--- src/hdl/tfs_pkg.sv ---
// Shared types and character constants for the text format sniffer.
package tfs_pkg;

  // Format codes carried on format_code
  localparam logic [2:0] FMT_UNKNOWN = 3'd0;
  localparam logic [2:0] FMT_JSON    = 3'd1;
  localparam logic [2:0] FMT_XML     = 3'd2;
  localparam logic [2:0] FMT_YAML    = 3'd3;
  localparam logic [2:0] FMT_TOML    = 3'd4;
  localparam logic [2:0] FMT_CSV     = 3'd5;

  // Characters that steer the decision
  localparam logic [7:0] CH_NUL     = 8'h00;
  localparam logic [7:0] CH_TAB     = 8'h09;
  localparam logic [7:0] CH_LF      = 8'h0A;
  localparam logic [7:0] CH_SPACE   = 8'h20;
  localparam logic [7:0] CH_DQUOTE  = 8'h22;
  localparam logic [7:0] CH_HASH    = 8'h23;
  localparam logic [7:0] CH_SQUOTE  = 8'h27;
  localparam logic [7:0] CH_COMMA   = 8'h2C;
  localparam logic [7:0] CH_DASH    = 8'h2D;
  localparam logic [7:0] CH_COLON   = 8'h3A;
  localparam logic [7:0] CH_LT      = 8'h3C;
  localparam logic [7:0] CH_EQUALS  = 8'h3D;
  localparam logic [7:0] CH_LBRACK  = 8'h5B;
  localparam logic [7:0] CH_RBRACK  = 8'h5D;
  localparam logic [7:0] CH_UNDER   = 8'h5F;
  localparam logic [7:0] CH_LBRACE  = 8'h7B;

  // Scan phase, one-hot
  typedef enum logic [3:0] {
    PH_SKIP    = 4'b0001,
    PH_BRACKET = 4'b0010,
    PH_LINE    = 4'b0100,
    PH_DONE    = 4'b1000
  } phase_t;

  // Per-text scan state
  typedef struct packed {
    phase_t     phase;
    logic [1:0] line_pos;
    logic       dash_ok;
    logic       name_started;
    logic       bracket_closed;
    logic       equals_seen;
    logic       equals_at_start;
    logic       colon_seen;
    logic       comma_seen;
  } scan_state_t;

  localparam scan_state_t SCAN_RESET = '{
    phase:           PH_SKIP,
    line_pos:        2'd0,
    dash_ok:         1'b1,
    name_started:    1'b0,
    bracket_closed:  1'b0,
    equals_seen:     1'b0,
    equals_at_start: 1'b0,
    colon_seen:      1'b0,
    comma_seen:      1'b0
  };

  // Outcome of one byte step
  typedef struct packed {
    scan_state_t st;
    logic        hit;
    logic [2:0]  code;
  } step_res_t;

endpackage

--- src/hdl/tfs_step.sv ---
// Next-state and format decision logic for one text byte.
module tfs_step
  import tfs_pkg::*;
(
  input  scan_state_t state,
  input  logic [7:0]  text_byte,
  input  logic        last_byte,
  output scan_state_t state_next,
  output logic        hit,
  output logic [2:0]  code
);

  function automatic logic [2:0] line_verdict(input scan_state_t s);
    if (s.equals_seen && !s.equals_at_start) return FMT_TOML;
    if (s.colon_seen) return FMT_YAML;
    if (s.comma_seen) return FMT_CSV;
    return FMT_UNKNOWN;
  endfunction

  function automatic step_res_t line_step(input scan_state_t s, input logic [7:0] c);
    step_res_t r;
    r = '{st: s, hit: 1'b0, code: FMT_UNKNOWN};
    if (c == CH_NUL || c == CH_LF) begin
      r.hit  = 1'b1;
      r.code = line_verdict(s);
    end else begin
      if (s.line_pos != 2'd3 && c != CH_DASH) r.st.dash_ok = 1'b0;
      if (s.line_pos == 2'd2 && r.st.dash_ok) begin
        r.hit  = 1'b1;
        r.code = FMT_YAML;
      end
      if (c == CH_EQUALS && !s.equals_seen) begin
        r.st.equals_seen     = 1'b1;
        r.st.equals_at_start = (s.line_pos == 2'd0);
      end
      if (c == CH_COLON) r.st.colon_seen = 1'b1;
      if (c == CH_COMMA) r.st.comma_seen = 1'b1;
      if (s.line_pos != 2'd3) r.st.line_pos = s.line_pos + 2'd1;
    end
    return r;
  endfunction

  function automatic step_res_t bracket_step(input scan_state_t s, input logic [7:0] c);
    step_res_t r;
    r = '{st: s, hit: 1'b0, code: FMT_JSON};
    if (!s.name_started) begin
      if (c inside {[8'h41:8'h5A], [8'h61:8'h7A], CH_UNDER, CH_DQUOTE, CH_SQUOTE})
        r.st.name_started = 1'b1;
      else
        r.hit = 1'b1;
    end else if (!s.bracket_closed) begin
      if (c == CH_RBRACK) r.st.bracket_closed = 1'b1;
      else if (c == CH_COMMA || c == CH_LF || c == CH_NUL) r.hit = 1'b1;
    end else if (c != CH_SPACE && c != CH_TAB) begin
      r.hit = 1'b1;
      if (c == CH_NUL || c == CH_LF || c == CH_HASH) r.code = FMT_TOML;
    end
    return r;
  endfunction

  function automatic step_res_t byte_step(input scan_state_t s, input logic [7:0] c);
    step_res_t r;
    r = '{st: s, hit: 1'b0, code: FMT_UNKNOWN};
    case (s.phase)
      PH_SKIP: begin
        if (c == CH_NUL) begin
          r.hit = 1'b1;
        end else if (c <= CH_SPACE) begin
          r.hit = 1'b0;
        end else if (c == CH_LBRACK) begin
          r.st.phase = PH_BRACKET;
        end else if (c == CH_LBRACE) begin
          r.hit  = 1'b1;
          r.code = FMT_JSON;
        end else if (c == CH_LT) begin
          r.hit  = 1'b1;
          r.code = FMT_XML;
        end else begin
          r = line_step(s, c);
          r.st.phase = PH_LINE;
        end
      end
      PH_BRACKET: r = bracket_step(s, c);
      PH_LINE:    r = line_step(s, c);
      default:    r.hit = 1'b0;
    endcase
    return r;
  endfunction

  step_res_t first;
  step_res_t second;
  step_res_t final_res;

  // Run the byte, then a closing zero byte when the text ends undecided
  always_comb begin
    first     = byte_step(state, text_byte);
    second    = byte_step(first.st, CH_NUL);
    final_res = first;
    if (!first.hit && last_byte) final_res = second;
    hit  = final_res.hit && (state.phase != PH_DONE);
    code = final_res.code;
    if (last_byte) begin
      state_next = SCAN_RESET;
    end else if (final_res.hit) begin
      state_next       = final_res.st;
      state_next.phase = PH_DONE;
    end else begin
      state_next = final_res.st;
    end
  end

endmodule

--- src/hdl/text_format_sniffer.sv ---
// Text format sniffer: guesses the format of a byte stream, one code per text.
//
// Usage: the input channel (in_valid/in_ready, text_byte, last_byte) takes one
// byte of text per beat; last_byte marks the final byte of a text. The output
// channel (out_valid/out_ready, format_code) returns exactly one format code
// per text: 0 unknown, 1 json, 2 xml, 3 yaml, 4 toml, 5 csv.
// Throughput: one byte per cycle while no decided code is held up. An accepted
// byte lands in an input register; the scan logic then updates the per-text
// state from that register, and a decided code is captured in the output
// register, so a code reaches format_code through the input and output registers.
// Bytes after the decision are consumed without producing beats.
// When the receiver stalls, the held code blocks only a byte that would make
// a new code; other bytes keep flowing until then.
// Reset (rst, synchronous) empties both registers and returns the scan state
// to skipping leading whitespace; no clearing pass is needed.
module text_format_sniffer
  import tfs_pkg::*;
(
  input  logic       clk,
  input  logic       rst,
  input  logic       in_valid,
  output logic       in_ready,
  input  logic [7:0] text_byte,
  input  logic       last_byte,
  output logic       out_valid,
  input  logic       out_ready,
  output logic [2:0] format_code
);

  logic        s1_valid;
  logic [7:0]  s1_byte;
  logic        s1_last;
  logic        s1_adv;
  scan_state_t state;
  scan_state_t state_next;
  logic        step_hit;
  logic [2:0]  step_code;

  tfs_step u_step (
    .state      (state),
    .text_byte  (s1_byte),
    .last_byte  (s1_last),
    .state_next (state_next),
    .hit        (step_hit),
    .code       (step_code)
  );

  // Advance the held byte unless its code has nowhere to go
  assign s1_adv   = s1_valid && (!step_hit || !out_valid || out_ready);
  assign in_ready = !s1_valid || s1_adv;

  // Input register
  always_ff @(posedge clk) begin
    if (rst) begin
      s1_valid <= 1'b0;
    end else if (in_ready) begin
      s1_valid <= in_valid;
    end
    if (in_valid && in_ready) begin
      s1_byte <= text_byte;
      s1_last <= last_byte;
    end
  end

  // Scan state
  always_ff @(posedge clk) begin
    if (rst) begin
      state <= SCAN_RESET;
    end else if (s1_adv) begin
      state <= state_next;
    end
  end

  // Result register
  always_ff @(posedge clk) begin
    if (rst) begin
      out_valid <= 1'b0;
    end else if (s1_adv && step_hit) begin
      out_valid <= 1'b1;
    end else if (out_ready) begin
      out_valid <= 1'b0;
    end
    if (s1_adv && step_hit) begin
      format_code <= step_code;
    end
  end

`ifndef SYNTHESIS
  a_stall_blocks_input: assert property (@(posedge clk) disable iff (rst)
    s1_valid && step_hit && out_valid && !out_ready |-> !in_ready)
    else $error("input taken while a decided code is blocked");

  a_last_resets_scan: assert property (@(posedge clk) disable iff (rst)
    s1_adv && s1_last |=> state.phase == PH_SKIP)
    else $error("scan state not reset after final byte");

  a_result_from_step: assert property (@(posedge clk) disable iff (rst)
    $rose(out_valid) |-> $past(s1_adv) && $past(step_hit))
    else $error("result appeared without a decided byte");
`endif

endmodule
--- config.mk ---
export PLATFORM = sky130hd
export DESIGN_NAME = text_format_sniffer
export DESIGN_NICKNAME = d
export VERILOG_FILES = /design/src/hdl/tfs_pkg.sv /design/src/hdl/tfs_step.sv /design/src/hdl/text_format_sniffer.sv
export SDC_FILE = /design/constraint.sdc
export NUM_CORES = 1
export LEC_CHECK = 0
export BUFFER_PORTS_ARGS = -buffer_cell sky130_fd_sc_hd__buf_4
export CAP_MARGIN = 20
export CORE_AREA = 2 2 56 79
export CTS_CLUSTER_DIAMETER = 50
export CTS_CLUSTER_SIZE = 20
export DETAILED_ROUTE_END_ITERATION = 8
export DIE_AREA = 0 0 58 81
export GPL_ROUTABILITY_DRIVEN = 0
export PLACE_DENSITY = 0.77
export SLEW_MARGIN = 25
export SYNTH_ARGS = -nofsm -noshare
export SYNTH_HDL_FRONTEND = slang
export SYNTH_SLANG_ARGS = --single-unit
--- constraint.sdc ---
create_clock -name clk -period 8.55 [get_ports clk]
set_input_delay 0.4275 -clock clk [delete_from_list [all_inputs] [get_ports clk]]
set_output_delay 0.4275 -clock clk [all_outputs]
set_load 0.005 [all_outputs]
==> flow_metrics.py <==
metrics = {
    "die": {
        "core_um2": 4060,
        "io_pins": 18,
        "die_w_um": 58,
        "die_area_um2": 4700,
        "fp.dieH_um": 81,
        "rows": 28,
        "initial_utilization_pct": 47.4,
    },
    "synth": {
        "async_flop_share_pct": 0,
        "synth_cell_types": 62,
        "yosysTopAreaCell": "edfxtp_1",
        "ys_top_cells_by_area": "edfxtp_1, dfxtp_1, nand2_1",
        "syn_nets": 240,
        "synthFlopType": "dfxtp_1",
        "synth_edf_count": 12,
        "yosys_warnings": 0,
        "syn_avg_cell_area_um2": 8.48,
        "synth_cells": 227,
        "ys_seq_elements": 27,
        "netlist_top_cells_count": "nand2_1, nor2_1, dfxtp_1",
        "synth_area_um2": 1920,
        "yosys.area.top_type_share_pct": 18.7,
        "yosysSeqAreaShare_pct": 34.3,
    },
    "cts": {
        "path_clk_slew_ps": 90,
        "cts_tree": "yes",
        "clk_latency_ps": 270,
        "cts.sinks": 27,
        "cts_resized": 0,
        "cts_hold_buf": 0,
        "cts_root_buf": "clkbuf_8",
        "cts_buffers": 3,
        "cts_setup_buffers": 0,
        "htree_levels": 1,
        "clockBufferDepth": 2,
    },
    "outcome": {
        "outcome": "completed",
    },
    "setup_path": {
        "crit_path_cell_trace": "or4_1 -> nor3_2 -> inv_1 -> a32oi_1 -> a211oi_1 -> or2_1 -> or3_1 -> buf_4",
        "crit_fanout": 16,
        "path_class": "reg -> out",
        "max_stage_delay_ps": 620,
        "cp-end-kind": "output pin",
        "crit_path_start_kind": "register",
        "timing.reg2reg.setup_slack_ps": 5400,
        "cp_slowest_cell": "or4_1",
        "arrival_ps": 3070,
        "required_ps": 8120,
    },
    "pwr": {
        "p_leak_nw": 0.728,
        "p_per_area_nw_per_um2": 131,
        "finalPower_mw": 0.273,
        "peakVddDrop_mv": 0.122,
    },
    "timing": {
        "setup_viol": 0,
        "hold_viol_final": 0,
        "max_freq_mhz": 286,
        "whs_ps": 328,
        "timing.setup.tns_ps": 0,
        "relSlewSlack_pct": 27.7,
        "fin_crit_sh_pct": 40.9,
        "min_period_ps": 3500,
        "rsz0062_at_grt": "no",
        "final_max_slew_viol_count": 0,
        "skew_ps": 3.45,
        "worst_pin_slew_ps": 1070,
    },
    "route": {
        "route.detailed.drc": 0,
        "drt-pass1-iter-count": 4,
        "drtAntennaViolNets": 0,
        "viasPerCell": 6.43,
        "wl_um": 4570,
        "drt_iter0_markers": 94,
        "wl_per_cell_um": 16.3,
        "vias": 1800,
    },
    "layout": {
        "diodes": 0,
        "area_growth_pct": 8.52,
        "fin_nets": 249,
        "post_route_cells_drive_above_1_share_pct": 15.3,
        "stdcell_count": 280,
    },
    "place": {
        "port_buffers": 17,
        "dp_hpwl_um": 3450,
        "placedCellCount": 276,
    },
    "flow_run": {
        "drv_cap": 0,
    },
    "global_routing": {
        "overflow": 0,
        "grt_pass1_vias": 1637,
        "grt_util_all_layers_pct": 20.4,
        "antenna_found_initial": 0,
        "grt_pass1_wl_um": 7470,
        "grt_max_degree": 19,
    },
    "min_path": {
        "hold_class": "in -> reg",
    },
}
==> logic make-up after synthesis <==
| logic type | after synthesis | synth area share (%) |
|---|---|---|
| AOI/OAI and AO/OA | 67 | 25.4 |
| xor gates and xnor gates | 2 | 0.910 |
| buffers and inverters | 24 | 5.53 |
| DFF | 27 | 34.3 |
| and+or+nand+nor | 107 | 33.9 |
==> stage by stage <==
step           setup slack (ps)  util [%]  cell area [µm²]
3_5_place_dp               5410      50.3             2040
4_1_cts                    5090      51.4             2090
5_1_grt                    4870      51.4             2090
3_3_place_gp               5460      50.3             2040
2_1_floorplan              5790         -             1920
6_report                   5050      51.4             2090
==> critical path: cells and delay by family (launching register included) <==
kind,cells,cell delay [ps]
DFF,1,600
and+or+nand+nor,4,1660
buffers and inverters,2,220
AOI/OAI and AO/OA,2,300
==> sequential cells by signal, summed over array words and instances, names as in the netlist <==
| name | flops |
|---|---|
| s1_last | 1 |
| s1_valid | 1 |
| s1_byte | 8 |
| format_code | 3 |
| out_valid | 1 |
| state | 13 |
==> final cells by class <==
cell class	instances	area [µm²]
Multi-Input combinational cell	176	1160
Timing Repair Buffer	17	128
Tap cell	45	56.3
Fill cell	383	1980
Sequential cell	27	661
Inverter	11	41.3
Clock buffer	4	45.0
==> per-layer routing <==
metal	vias to the layer above	GRT usage (%)	routed length (µm)
li1	885	-	-
met1	829	23.6	1840
met2	66	36.3	2320
met3	20	2.71	220
met4	0	10.5	180
met5	-	0	0
==> cell usage in the layout (no fill, tap or decap), drive strengths merged, types with 5 or more instances in the layout <==
cell / n
nor3: 13
edfxtp: 12
o211ai: 5
nand2: 17
a211oi: 6
or2: 5
nor2: 17
o21a: 6
nor4: 8
nand2b: 6
a21oi: 11
o21ai: 13
nand3: 6
dfxtp: 15
inv: 11
buf: 17
nand4: 7
==> worst paths after layout <==
path	start	end	depth (start not counted)
setup / recovery	s1_byte[0]	in_ready	8
hold / removal	text_byte[6]	s1_byte[6]	1
setup reg to reg	s1_byte[7]	s1_byte[0]	7
hold reg to reg	state[2]	state[2]	1
==> power breakdown <==
| group | total (mW) | switching (mW) | internal, mW |
|---|---|---|---|
| Sequential | 0.152 | 0.0109 | 0.141 |
| Clock | 0.0722 | 0.0388 | 0.0334 |
| Combinational | 0.0492 | 0.0291 | 0.0201 |
| Total | 0.273 | 0.0788 | 0.194 |
Power figures use the tool's default switching activity.
